<file path="src/rtl/mcc_pkg.sv">
// Package: shared types, constants and helpers of the 14-bit controller pair combiner.
package mcc_pkg;

   localparam int NUM_CHANNELS = 16;
   localparam int BASE_COUNT   = 32;
   localparam int STORE_DEPTH  = NUM_CHANNELS * BASE_COUNT;
   localparam int ADDR_W       = (STORE_DEPTH > 1) ? $clog2(STORE_DEPTH) : 1;
   localparam int CHAN_W       = 4;
   localparam int BASE_W       = 5;
   localparam int PART_W       = 7;
   localparam int CTRL_W       = 7;
   localparam int VALUE_W      = 2 * PART_W;

   localparam logic [CTRL_W-1:0] CTRL_HIGH_LAST = CTRL_W'(31);
   localparam logic [CTRL_W-1:0] CTRL_LOW_LAST  = CTRL_W'(63);

   typedef struct packed {
      logic              high_present;
      logic              low_present;
      logic [PART_W-1:0] high_part;
      logic [PART_W-1:0] low_part;
   } mcc_entry_type;

   typedef struct packed {
      logic [CHAN_W-1:0] channel;
      logic [BASE_W-1:0] base;
      logic              is_high;
      logic [PART_W-1:0] data;
   } mcc_event_type;

   typedef struct packed {
      logic              en;
      logic [ADDR_W-1:0] addr;
      mcc_entry_type     data;
   } mcc_write_type;

   function automatic logic [ADDR_W-1:0] slot_of(input logic [CHAN_W-1:0] channel,
                                                 input logic [BASE_W-1:0] base);
      logic [CHAN_W+BASE_W-1:0] full;
      full = {channel, base};
      return full[ADDR_W-1:0];
   endfunction

endpackage

</file>
<file path="src/rtl/mcc_pair.sv">
// Pairing stage: merge an event into its entry, forward the last write, register the result.
module mcc_pair
   import mcc_pkg::*;
(
   input  logic               clock,
   input  logic               reset,
   input  logic               ev_valid,
   input  mcc_event_type      ev,
   input  mcc_entry_type      rd_data,
   output mcc_write_type      wr,
   output logic               rsp_valid,
   output logic [CHAN_W-1:0]  rsp_channel,
   output logic [BASE_W-1:0]  rsp_base,
   output logic [VALUE_W-1:0] rsp_value
);

   logic               ev_valid_ff;
   mcc_event_type      ev_ff;
   logic               fw_valid_ff;
   logic [ADDR_W-1:0]  fw_addr_ff;
   mcc_entry_type      fw_data_ff;
   logic               rsp_valid_ff;
   logic               rsp_valid_in;
   logic [CHAN_W-1:0]  rsp_channel_ff;
   logic [BASE_W-1:0]  rsp_base_ff;
   logic [VALUE_W-1:0] rsp_value_ff;
   logic [VALUE_W-1:0] rsp_value_in;
   logic [ADDR_W-1:0]  addr;
   mcc_entry_type      cur;
   mcc_entry_type      upd;
   mcc_entry_type      nxt;

   assign addr = slot_of(ev_ff.channel, ev_ff.base);

   always_comb begin
      cur = (fw_valid_ff && (fw_addr_ff == addr)) ? fw_data_ff : rd_data;
      upd = cur;
      if (ev_ff.is_high) begin
         upd.high_part    = ev_ff.data;
         upd.high_present = 1'b1;
      end else begin
         upd.low_part    = ev_ff.data;
         upd.low_present = 1'b1;
      end
      rsp_valid_in = ev_valid_ff && upd.high_present && upd.low_present;
      rsp_value_in = {upd.high_part, upd.low_part};
      nxt = upd;
      if (upd.high_present && upd.low_present) begin
         nxt.high_present = 1'b0;
         nxt.low_present  = 1'b0;
      end
   end

   assign wr = '{en: ev_valid_ff, addr: addr, data: nxt};

   always_ff @(posedge clock) begin
      if (reset) begin
         ev_valid_ff  <= 1'b0;
         fw_valid_ff  <= 1'b0;
         rsp_valid_ff <= 1'b0;
      end else begin
         ev_valid_ff  <= ev_valid;
         fw_valid_ff  <= ev_valid_ff;
         rsp_valid_ff <= rsp_valid_in;
      end
   end

   always_ff @(posedge clock) begin
      ev_ff          <= ev;
      fw_addr_ff     <= addr;
      fw_data_ff     <= nxt;
      rsp_channel_ff <= ev_ff.channel;
      rsp_base_ff    <= ev_ff.base;
      rsp_value_ff   <= rsp_value_in;
   end

   assign rsp_valid   = rsp_valid_ff;
   assign rsp_channel = rsp_channel_ff;
   assign rsp_base    = rsp_base_ff;
   assign rsp_value   = rsp_value_ff;

endmodule
</file>
<file path="config.mk">
export PLATFORM = sky130hd
export DESIGN_NAME = mcc_pair
export DESIGN_NICKNAME = d
export VERILOG_FILES = /design/src/rtl/mcc_pkg.sv /design/src/rtl/mcc_pair.sv
export SDC_FILE = /design/constraint.sdc
export NUM_CORES = 1
export LEC_CHECK = 0
export BUFFER_PORTS_ARGS = -buffer_cell sky130_fd_sc_hd__buf_4
export CELL_PAD_IN_SITES_DETAIL_PLACEMENT = 1
export CELL_PAD_IN_SITES_GLOBAL_PLACEMENT = 2
export CORE_AREA = 2 2 79 81
export CTS_CLUSTER_DIAMETER = 30
export DETAILED_ROUTE_END_ITERATION = 8
export DIE_AREA = 0 0 81 83
export PLACE_DENSITY_LB_ADDON = 0.1
export SLEW_MARGIN = 20
export SYNTH_ARGS = -nofsm -noshare
export SYNTH_HDL_FRONTEND = slang
export SYNTH_SLANG_ARGS = --single-unit
</file>
<file path="constraint.sdc">
create_clock -name clock -period 5.4 [get_ports clock]
set_input_delay 0.27 -clock clock [delete_from_list [all_inputs] [get_ports clock]]
set_output_delay 0.27 -clock clock [all_outputs]
set_load 0.02 [all_outputs]
</file>
==> results of run 1 <==
-- power breakdown --
group,switching (mW),internal (mW)
clock,0.104,0.0853
sequential,0.0148,0.352
combinational,0.0553,0.0565
total,0.174,0.494
-- worst max-delay path: cells and delay by family, from the launching register on --
kind	cells	cell delay [ps]
buffers and inverters	1	200
xor gates and xnor gates	1	180
and+or+nand+nor	2	990
muxes	1	180
AOI/OAI and AO/OA	1	280
DFF	1	330
-- state kept, by name (all words and copies together) (netlist names) --
signal	cells
ev_ff	8
ev_valid_ff	1
fw_addr_ff	2
fw_data_ff	3
fw_valid_ff	1
rsp_base	4
rsp_channel	3
rsp_valid	1
rsp_value	13
wr	9
-- final timing paths --
path / startpoint / end / cells after the start
setup reg to reg: wr[20] / rsp_valid / 5
hold / removal: ev[0] / ev_ff[0] / 1
setup / recovery: wr[20] / wr[9] / 6
hold reg to reg: wr[21] / rsp_channel[0] / 0
-- layer usage --
| layer | GRT usage | vias up |
|---|---|---|
| li1 | - | 550 |
| met1 | 0.118 | 483 |
| met3 | 0.0500 | 2 |
| met4 | 0.0416 | 0 |
| met5 | 0 | - |
| met2 | 0.174 | 42 |
-- logic make-up (layout without fill, tap and decap cells) --
family | count (synthesis) | in the layout | share of synthesized area
AO/OA/AOI/OAI | 15 | 15 | 0.0553
multiplexers | 16 | 16 | 0.105
flip-flops | 45 | 45 | 0.586
buffers and inverters | 29 | 92 | 0.132
AND/OR/NAND/NOR | 23 | 23 | 0.0708
XOR/XNOR | 9 | 9 | 0.0513
-- area by class of cell --
class                      count  area [um2]
clock buffer                   5        68.8
clock inverter                 1        5.00
fill                         668        3670
multi-input combinational     63         434
sequential                    45         902
timing repair buffer          85         638
tap                           75        93.8
inverter                       1        3.75
-- cell usage in the layout (no fill, tap or decap), drive strengths merged, types with 2 or more instances in the layout --
cell    netlist  layout
nand4         2       2
xnor2         9       9
nor2         10      10
buf          25      85
clkbuf        3       5
a21oi         7       7
o21ai         7       7
dfxtp        45      45
mux2i        15      15
nand2         8       8
==> results.md, run 1 <==
- For the worst setup path, the data required time is between 5000 and 6000 ps.
- For this run the aggregate overflow at the end of global routing stands at 0.
- The H-tree depth reported by CTS is 2.
- The relative slew slack is 0.333.
- Overall power consumption after layout is estimated at about 0.67 mW.
- The effective utilization at floorplan is 0.264.
- The wire length the detailed router placed on met1 is 1380 um.
- The routed wire length is 3510 um.
- Synthesis inferred 45 register bits.
- The length of routed met2 wiring is 1830 um.
- The instance area after placement is 2070 um2.
- The number of antenna diodes in the final layout is 0.
- The number of buffers inserted for hold repair after clock tree synthesis is 0.
- Counting flops with an async set or reset pin after synthesis yields a share of 0.
- Derived from the worst setup path, the maximum achievable clock frequency is around 370 MHz.
- The ratio of total power to cell area is 311 nW/um2.
- The actual transition at the worst max-transition pin is 997 ps.
- The top cell type's share of synthesized area is 0.586.
- The pre-CTS worst setup slack is 2880 ps.
- The minimum period implied by the final worst setup slack is 2740 ps.
- The floorplan core area is 5820 um2.
- For this run, design rule violations remaining after detail routing come to 0.
- After clock tree synthesis, the clock-pin slew on the worst setup and hold paths is 80 ps.
- The congestion estimate from routability-driven global placement came to about 0.72.
- Clock latency on the worst-skew pair, taken at its later pin, is 280 ps.
- The utilization after layout is 0.369.
- Sorting the synthesized cells by area gives the leading types as dfxtp_1 (59%), buf_4 (12%), mux2i_1 (9.8%).
- VDD sags by at most 0.156 mV.
- The number of setup buffers added after CTS is 0.
- The initial antenna violation count is 0.
- The overall die width is 81 um.
- The max-slew violation total from the final report is 0.
- Once detailed placement completed, the half-perimeter wirelength came to 2700 um.
- The number of nets in the synthesized netlist is 173.
- The number of global-route vias before repair is 1086.
- The run finished with clean final reports.
- The arrival time at the worst endpoint is 2470 ps.
- The final layout contains 237 nets.
- In the final routed layout, each cell accounts on average for ~13 um.
- The worst min-delay path category is in -> reg.
- The routed layout has 1077 vias.
- The tool flagged a number of max-cap violations equal to 0.
- The summed negative setup slack over all endpoints is 0 ps.
- The floorplan step set the die height to between 80 and 90 um.
- STA classifies the critical path startpoint as a register.
- The number of buffers created by CTS is 5.
- The share of the clock period used by the worst path is 0.506.
- The sequential-to-total area share from yosys stat is 0.586.
- Post-CTS repair changed the size of 0 cells.
- The remaining antenna violation count after routing is 0.
- Setup violations remaining at the end of the flow were counted as 0.
- The deepest clock path buffer count is 2.
- The primary flip-flop cell chosen by synthesis mapping is dfxtp_1.
- The critical path goes through xnor2_1 > nand4_1 > nor3_4 > mux2i_1 > o21ai_0 > buf_4.
- The TritonCTS clock tree is yes.
- On the worst path, the slowest cell contributes a delay of 830 ps.
- The cell area after synthesis is 1540 um2.
- dfxtp_1 takes more of the synthesized area than any other cell.
- Ranked by instance count, the synthesized netlist is headed by dfxtp_1 (45), buf_4 (25), mux2i_1 (15).
- The synthesized netlist contains 16 unique library cells.
- During synthesis, Yosys emitted a total of 0 warnings.
- The class of the most critical setup path is reg -> out.
- The tree built by TritonCTS fans out to 45 sinks.
- In this run the top signal layer used is met4.
- The count of input and output buffers is 85.
- The per-cell via count in the routed design is 3.92.
- On the final layout, the worst hold slack is 81.3 ps.
- The top-level port count is 86.
- The number of design-rule violations left by the first detailed-router iteration is 10.
- For this run, the total global-route usage over all layers was measured as 0.107.
- The number of non-filler instances in the completed layout is 275.
- In this run, synthesis inferred 0 flip-flops with an integrated enable.
- The share of final-layout standard cells stronger than drive strength 1 is 0.475.
- In this run the worst path has a maximum fanout of 16.
- The total die area is 6720 um2.
- STA classifies the critical path endpoint as an output port.
- The mean instance size in the synthesized netlist is around 11 um2.
- The final worst setup slack is 2660 ps.
- Among all cell types in the netlist, the one instantiated most often is dfxtp_1.
- After routing the design area is 2150 um2.
- The worst clock skew on the final layout is approximately 4.3 ps.
- The root buffer cell chosen for the clock tree is clkbuf_8.
- The slowest stage of the critical path is the nor3_4 cell.
- Synthesis produced a netlist whose cell count is 137.
- The number of failing hold endpoints at the final stage is 0.
- The first TritonRoute pass finished after 3 iterations.
- The global-route wire length before repair is 5400 um.
- Setup repair after global routing left no endpoint under its margin.
- Summed over all cells, the static leakage comes to 0.954 nW.
- Entering global routing, the biggest net connects 33 pins.
- The number of cells in the design after placement is 269.
- Relative to the synthesized area, the layout overhead comes to 39.5%.
- The amount of wire on met3 after detailed routing is 273 um.
- The setup slack of the most critical reg-to-reg path is roughly 3000 ps.
- The number of rows in the core area is 28.
Power figures use the tool's default switching activity.
==> run 2: changes to the inputs <==
--- a/config.mk
+++ b/config.mk
@@ -8,10 +8,10 @@
 export BUFFER_PORTS_ARGS = -buffer_cell sky130_fd_sc_hd__buf_4
 export CELL_PAD_IN_SITES_DETAIL_PLACEMENT = 1
 export CELL_PAD_IN_SITES_GLOBAL_PLACEMENT = 2
-export CORE_AREA = 2 2 79 81
+export CORE_AREA = 2 2 82 84
 export CTS_CLUSTER_DIAMETER = 30
 export DETAILED_ROUTE_END_ITERATION = 8
-export DIE_AREA = 0 0 81 83
+export DIE_AREA = 0 0 84 86
 export PLACE_DENSITY_LB_ADDON = 0.1
 export SLEW_MARGIN = 20
 export SYNTH_ARGS = -nofsm -noshare
==> constraint.sdc (replaced) <==
create_clock -name clock -period 2.53 [get_ports clock]
set_input_delay 0.1265 -clock clock [delete_from_list [all_inputs] [get_ports clock]]
set_output_delay 0.1265 -clock clock [all_outputs]
set_load 0.02 [all_outputs]
==> run 2 against run 1 <==
Effect of this change:
- die area grew 7.5%
- worst setup slack lost 2300 ps
- combinational power grew 140%
- non-clock buffer count grew 26
- clock-buffer cell count is the same
- clock skew grew 2.6 ps
- critical endpoint is now wr[12]
- largest cell class unchanged
- largest power group unchanged
==> results.md, run 2 (synthesis gave the netlist of run 1 again) <==
- The critical path's largest stage delay is 340 ps (-490 ps).
- Dividing the final minimum period by the clock period gives 0.862.
- The number of flip-flops under the largest register name is 13 (unchanged).
- The final setup violation count was 0 (unchanged).
- The number of design-rule violations left by the first detailed-router iteration is 27 (+17).
- Setup repair after global routing left no endpoint under its margin.
- The logic depth of the worst path, buffers included is 8 (+2).
- In the layout the commonest cells are buf_4 (92), dfxtp_1 (45), dlygate4sd3_1 (18).
- The number of rows in the core area came to 29 (+3.6%).
- The cell with the biggest individual delay on the critical path is dfxtp_1.
- Relative to the synthesized area, the layout overhead comes to 56.1%.
- The detailed-route wire length per cell is 12.9 um (+0.79%).
- The clock slew seen by the registers of the worst setup and hold paths was 80 ps (about the same).
- CTS placed an instance of clkbuf_8 at the clock tree root.
- The count of input and output buffers was 85 (unchanged).
- The routed wire length came to 3900 um (+11%).
- The total overflow reported by the global router is 0 (unchanged).
- The summed negative setup slack over all endpoints came to 0 ps (unchanged).
- The relative slew slack is 0.701 (+0.368).
- The floorplan core area was 6280 um2 (+7.9%).
- The via total after detailed routing came to 1206 (+12%).
- The worst supply voltage drop on vdd is 0.229 mV (+47%).
- The share of final-layout standard cells stronger than drive strength 1 is 0.451 (-0.0237).
- The number of max-cap violations is 0 (unchanged).
- The largest fanout on the critical path was 9 (-7).
- The arrival time at the worst endpoint was 2050 ps (-420 ps).
- The worst setup path is captured at an output port.
- The buffers plus inverters on the worst setup path is 3 (+2).
- The maximum operating frequency is between 400 and 500 MHz.
- The half-perimeter wire length after detailed placement is 2960 um (+9.8%).
- The number of failing hold endpoints at the final stage is 0 (unchanged).
- The worst clock skew on the final layout came to 6.93 ps (+2.59 ps).
- The minimum period implied by the final worst setup slack is 2180 ps.
- The deepest clock path buffer count came to 2 (unchanged).
- The class of the most critical setup path is reg -> out.
- The required time at the endpoint of the critical path is 2400 ps (-2730 ps).
- The worst hold path cell count is 2 (+1).
- The overall die width is 84 um (+3.7%).
- The sum of internal, switching and leakage power came to 1.46 mW (+120%).
- The total leakage power came to 1.07 nW (+13%).
- The ratio of total power to cell area is 608 nW/um2 (+95%).
- In this run the worst hold path is classified as in -> reg.
- The per-cell via count in the routed design is 3.98 (+1.6%).
- The TritonCTS sink count is 45 (unchanged).
- The final worst hold slack is 70.8 ps (-10.6 ps).
- The H-tree depth reported by CTS was 2 (unchanged).
- The source-to-sink clock delay at the later pin of the worst-skew pair was 290 ps (about the same).
- The number of global-route vias before repair is 1242 (+14%).
- TritonCTS built the clock tree.
- The actual transition at the worst max-transition pin is 447 ps (-550 ps).
- The utilization after layout is 0.382 (+0.0133).
- The cell repeated most along the worst path is buf_4.
- The post-CTS resize count is 0 (unchanged).
- Traced cell by cell, the critical path runs through xnor2_1 > nand4_1 > nor3_4 > buf_12 > buf_4 > mux2i_1 > o21ai_0 > buf_4.
- The remaining antenna violation count after routing was 0 (unchanged).
- The global-route wire length before repair is 6200 um (+15%).
- The final worst setup slack is 350 ps (-2320 ps).
- The die extent in y is 86 um (+3.6%).
- The max-slew violation total from the final report is 0 (unchanged).
- The initial antenna violation count is 0 (unchanged).
- Leaving out fill and tap cells, the most frequent cell in the layout is buf_4.
- The total die area is 7220 um2 (+7.5%).
- The top-level port count is 86 (unchanged).
- The number of buffers created by CTS came to 5 (unchanged).
- The largest net degree at the start of global routing came to 19 (-42%).
- The number of iterations in the first detailed-routing pass came to 2 (-1).
- The DRC violation count after routing was 0 (unchanged).
- The number of diodes added for antenna fixing is 0 (unchanged).
- The worst setup path is launched from a register.
- The combined global-route utilization of all metal layers is 0.111 (+0.00469).
- The flow ran to the end, and the final reports show no timing, DRC or antenna violations.
- The global placement routability congestion is 0.708 (-1.5%).
- The effective utilization at floorplan came to 0.245 (-0.0194).
- The pre-CTS worst setup slack was 378 ps (-2500 ps).
- The cell depth of the worst flop-to-flop path is 6 (+1).
- The kind of cell with the highest combined delay on the critical path is buffers and inverters.
- The net total in the final layout is 263 (+11%).
run 2: per-stage QoR:
| step | instances | instance area, um2 |
|---|---|---|
| after floorplan | 137 | 1540 |
| after global placement | 274 | 2100 |
| after detailed placement | 274 | 2100 |
| after CTS | 298 | 2350 |
| after global routing | 303 | 2400 |
| final | 303 | 2400 |
run 2: where the power goes:
| part | internal [mW] | switching [mW] | total, mW |
|---|---|---|---|
| sequential | 0.752 | 0.0283 | 0.780 |
| combinational | 0.140 | 0.128 | 0.268 |
| clock | 0.182 | 0.227 | 0.409 |
run 2: final cells by class:
| type | instances | area, um2 |
|---|---|---|
| flip-flops and latches | 45 | 901 |
| clock inverters | 1 | 5.00 |
| inverters | 1 | 3.75 |
| fillers | 704 | 3880 |
| multi-input cells | 63 | 434 |
| well taps | 77 | 96.3 |
| clock buffers | 5 | 68.8 |
| repair buffers | 111 | 891 |
run 2: path summary, 6_finish.rpt:
| path | start | to | slack (ps) |
|---|---|---|---|
| worst min-delay path | ev_valid | ev_valid_ff | 70 |
| worst min register to register | wr[17] | rsp_base[1] | 380 |
| worst max register to register | wr[18] | rsp_valid | 610 |
| worst max-delay path | wr[18] | wr[12] | 350 |
run 2: per-layer routing:
layer,up-vias,GRT usage,share of wire
met4,0,0.0352,0.0059
met3,2,0.0491,0.075
met5,-,0,0
met2,46,0.199,0.54
met1,558,0.119,0.38
li1,600,-,-
run 2: what timing repair did:
action,4_1_cts,5_1_grt
setup endpoints to repair,0,10
buffers inserted,0,5
hold buffers,18,0
hold endpoints to repair,18,0
==> run 3: changes to the inputs <==
--- a/config.mk
+++ b/config.mk
@@ -8,10 +8,11 @@
 export BUFFER_PORTS_ARGS = -buffer_cell sky130_fd_sc_hd__buf_4
 export CELL_PAD_IN_SITES_DETAIL_PLACEMENT = 1
 export CELL_PAD_IN_SITES_GLOBAL_PLACEMENT = 2
-export CORE_AREA = 2 2 82 84
+export CORE_AREA = 2 2 79 81
 export CTS_CLUSTER_DIAMETER = 30
+export CTS_CLUSTER_SIZE = 14
 export DETAILED_ROUTE_END_ITERATION = 8
-export DIE_AREA = 0 0 84 86
+export DIE_AREA = 0 0 81 83
 export PLACE_DENSITY_LB_ADDON = 0.1
 export SLEW_MARGIN = 20
 export SYNTH_ARGS = -nofsm -noshare
==> constraint.sdc (replaced) <==
create_clock -name clock -period 2.8 [get_ports clock]
set_input_delay 0.14 -clock clock [delete_from_list [all_inputs] [get_ports clock]]
set_output_delay 0.14 -clock clock [all_outputs]
set_load 0.02 [all_outputs]
==> run 3 against run 2 <==
Effect of this change:
- combinational power is 10% lower
- critical path depth decreased by 1
- register-to-register slack improved by 320 ps
- clock power about the same
- critical endpoint is now wr[9]
- largest cell class unchanged
- largest power group unchanged
==> results.md, run 3 (synthesis gave the netlist of run 1 again) <==
- The buffers plus inverters on the worst setup path is 2 (-1).
- The die extent in y was 83 um (-3.5%).
- The number of design-rule violations left by the first detailed-router iteration is 19 (-30%).
- TritonCTS built the clock tree.
- The net total in the final layout was 257 (-2.3%).
- The arrival time at the worst endpoint came to 2190 ps (+140 ps).
- The per-cell via count in the routed design is 3.97 (-0.18%).
- In this run the worst hold path is classified as in -> reg.
- The final non-filler cell area was 2360 um2 (-1.8%).
- The H-tree depth reported by CTS is 2 (unchanged).
- The deepest clock path buffer count is 2 (unchanged).
- The critical path's largest stage delay is 340 ps (about the same).
- The clock slew seen by the registers of the worst setup and hold paths is 90 ps (about the same).
- The worst clock skew on the final layout came to 5.05 ps (-1.88 ps).
- The required time at the endpoint of the critical path is 2660 ps (+260 ps).
- The total leakage power was 1.04 nW (-2.9%).
- The library cell used most frequently in the layout, excluding fill and tap cells, is buf_4.
- The global-route wire length before repair came to 5870 um (-5.4%).
- The number of setup buffers added after CTS is 0 (unchanged).
- The routed design could run at a clock period as short as around 2300 ps.
- The top-level port count came to 86 (unchanged).
- The count of input and output buffers came to 85 (unchanged).
- The via total after detailed routing is 1180 (-2.2%).
- The half-perimeter wire length after detailed placement is 2870 um (-3.1%).
- The top cell types in the final layout, fill and taps aside, are buf_4 (87), dfxtp_1 (45), dlygate4sd3_1 (18).
- The DRC violation count after routing is 0 (unchanged).
- The total overflow reported by the global router is 0 (unchanged).
- The root buffer cell chosen for the clock tree is clkbuf_8.
- The number of diodes added for antenna fixing is 0 (unchanged).
- The critical path goes through xnor2_1 > nand4_1 > nor3_4 > buf_4 > mux2i_1 > o21ai_0 > buf_4.
- The number of cells in the design after placement is 271 (-1.1%).
- The cell with the biggest individual delay on the critical path is dfxtp_1.
- The worst setup path is captured at an output port.
- The maximum operating frequency is 430 MHz.
- The largest fanout on the critical path was 12 (+3).
- The relative slew slack is 0.680 (-0.0213).
- The initial antenna violation count is 0 (unchanged).
- The run finished with clean final reports.
- The instance area after placement is 2090 um2 (-0.48%).
- The combined global-route utilization of all metal layers was 0.114 (+0.00230).
- The number of iterations in the first detailed-routing pass is 2 (unchanged).
- The effective utilization at floorplan is 0.264 (+0.0194).
- The total die area is 6720 um2 (-6.9%).
- The share of final-layout standard cells stronger than drive strength 1 is 0.441 (-0.00989).
- The TritonCTS sink count is 45 (unchanged).
- The worst supply voltage drop on vdd came to 0.288 mV (+26%).
- The largest net degree at the start of global routing was 19 (unchanged).
- The overall die width is 81 um (-3.6%).
- The routed wire length is 3700 um (-5.2%).
- The number of buffers created by CTS came to 5 (unchanged).
- The final setup violation count was 0 (unchanged).
- The max-slew violation total from the final report was 0 (unchanged).
- The source-to-sink clock delay at the later pin of the worst-skew pair is 300 ps (about the same).
- The floorplan core area came to 5820 um2 (-7.4%).
- The sum of internal, switching and leakage power is 1.35 mW (-7.2%).
- The startpoint class of the critical path is a register.
- The number of non-filler instances in the completed layout came to 297 (-2.0%).
- The remaining antenna violation count after routing is 0 (unchanged).
- The class of the most critical setup path is reg -> out.
- The post-CTS resize count is 0 (unchanged).
- The summed negative setup slack over all endpoints is 0 ps (unchanged).
- The number of max-cap violations is 0 (unchanged).
- Relative to the synthesized area, the layout overhead comes to 53.2%.
- The number of rows in the core area was 28 (-3.4%).
- The kind of cell with the highest combined delay on the critical path is simple AND/OR/NAND/NOR gates.
- The ratio of total power to cell area was 574 nW/um2 (-5.5%).
- The actual transition at the worst max-transition pin came to 479 ps (+31.9 ps).
- The number of flip-flops under the largest register name is 13 (unchanged).
- The cell repeated most along the worst path is buf_4.
- The number of global-route vias before repair is 1255 (+1.0%).
- The global placement routability congestion is 0.689 (-2.7%).
- The number of failing hold endpoints at the final stage is 0 (unchanged).
- In the finished design, the share of the clock period the worst path needs comes to 0.831.
- Setup repair after global routing left no endpoint under its margin.
- The detailed-route wire length per cell is 12.4 um (-3.3%).
run 3: final cells by class:
| type | instances | area [um2] |
|---|---|---|
| clock inverters | 3 | 21.3 |
| flip-flops and latches | 45 | 901 |
| well taps | 75 | 93.8 |
| fillers | 680 | 3460 |
| multi-input cells | 63 | 434 |
| inverters | 1 | 3.75 |
| repair buffers | 105 | 833 |
| clock buffers | 5 | 68.8 |
run 3: path summary, 6_finish.rpt:
| check | cells past startpoint | to | slack [ps] | from |
|---|---|---|---|---|
| max reg2reg | 5 | rsp_valid | 930 | wr[18] |
| max | 7 | wr[9] | 470 | wr[18] |
| min reg2reg | 0 | rsp_channel[1] | 380 | wr[22] |
| min | 2 | ev_valid_ff | 50 | ev_valid |
run 3: routing by layer:
layer / part of all wire / vias to the layer above / GRT usage / wire [um]
met4: 0.015 / 0 / 0.0416 / 55
met1: 0.40 / 538 / 0.131 / 1460
met3: 0.087 / 5 / 0.0446 / 322
li1: - / 592 / - / -
met5: 0 / - / 0 / 0
met2: 0.50 / 45 / 0.188 / 1850
run 3: power by group:
group / total [mW] / internal, mW / switching (mW) / leakage, nW
Sequential: 0.705 / 0.680 / 0.0258 / 0.379
Combinational: 0.241 / 0.126 / 0.114 / 0.621
Clock: 0.407 / 0.177 / 0.230 / 0.0445
Total: 1.35 / 0.983 / 0.370 / 1.04
run 3: repair_timing:
item                       4_1_cts  5_1_grt
setup endpoints to repair        0        0
hold endpoints to repair        18        0
hold buffers                    18        0
run 3: per-stage QoR:
stage / utilization / setup slack (ps) / hold WS (ps)
floorplan: - / 671 / 168
global placement: 0.359 / 844 / 245
detailed placement: 0.359 / 764 / 245
CTS: 0.405 / 404 / 46.1
global route: 0.405 / 218 / 53.4
finish: 0.405 / 473 / 52.4
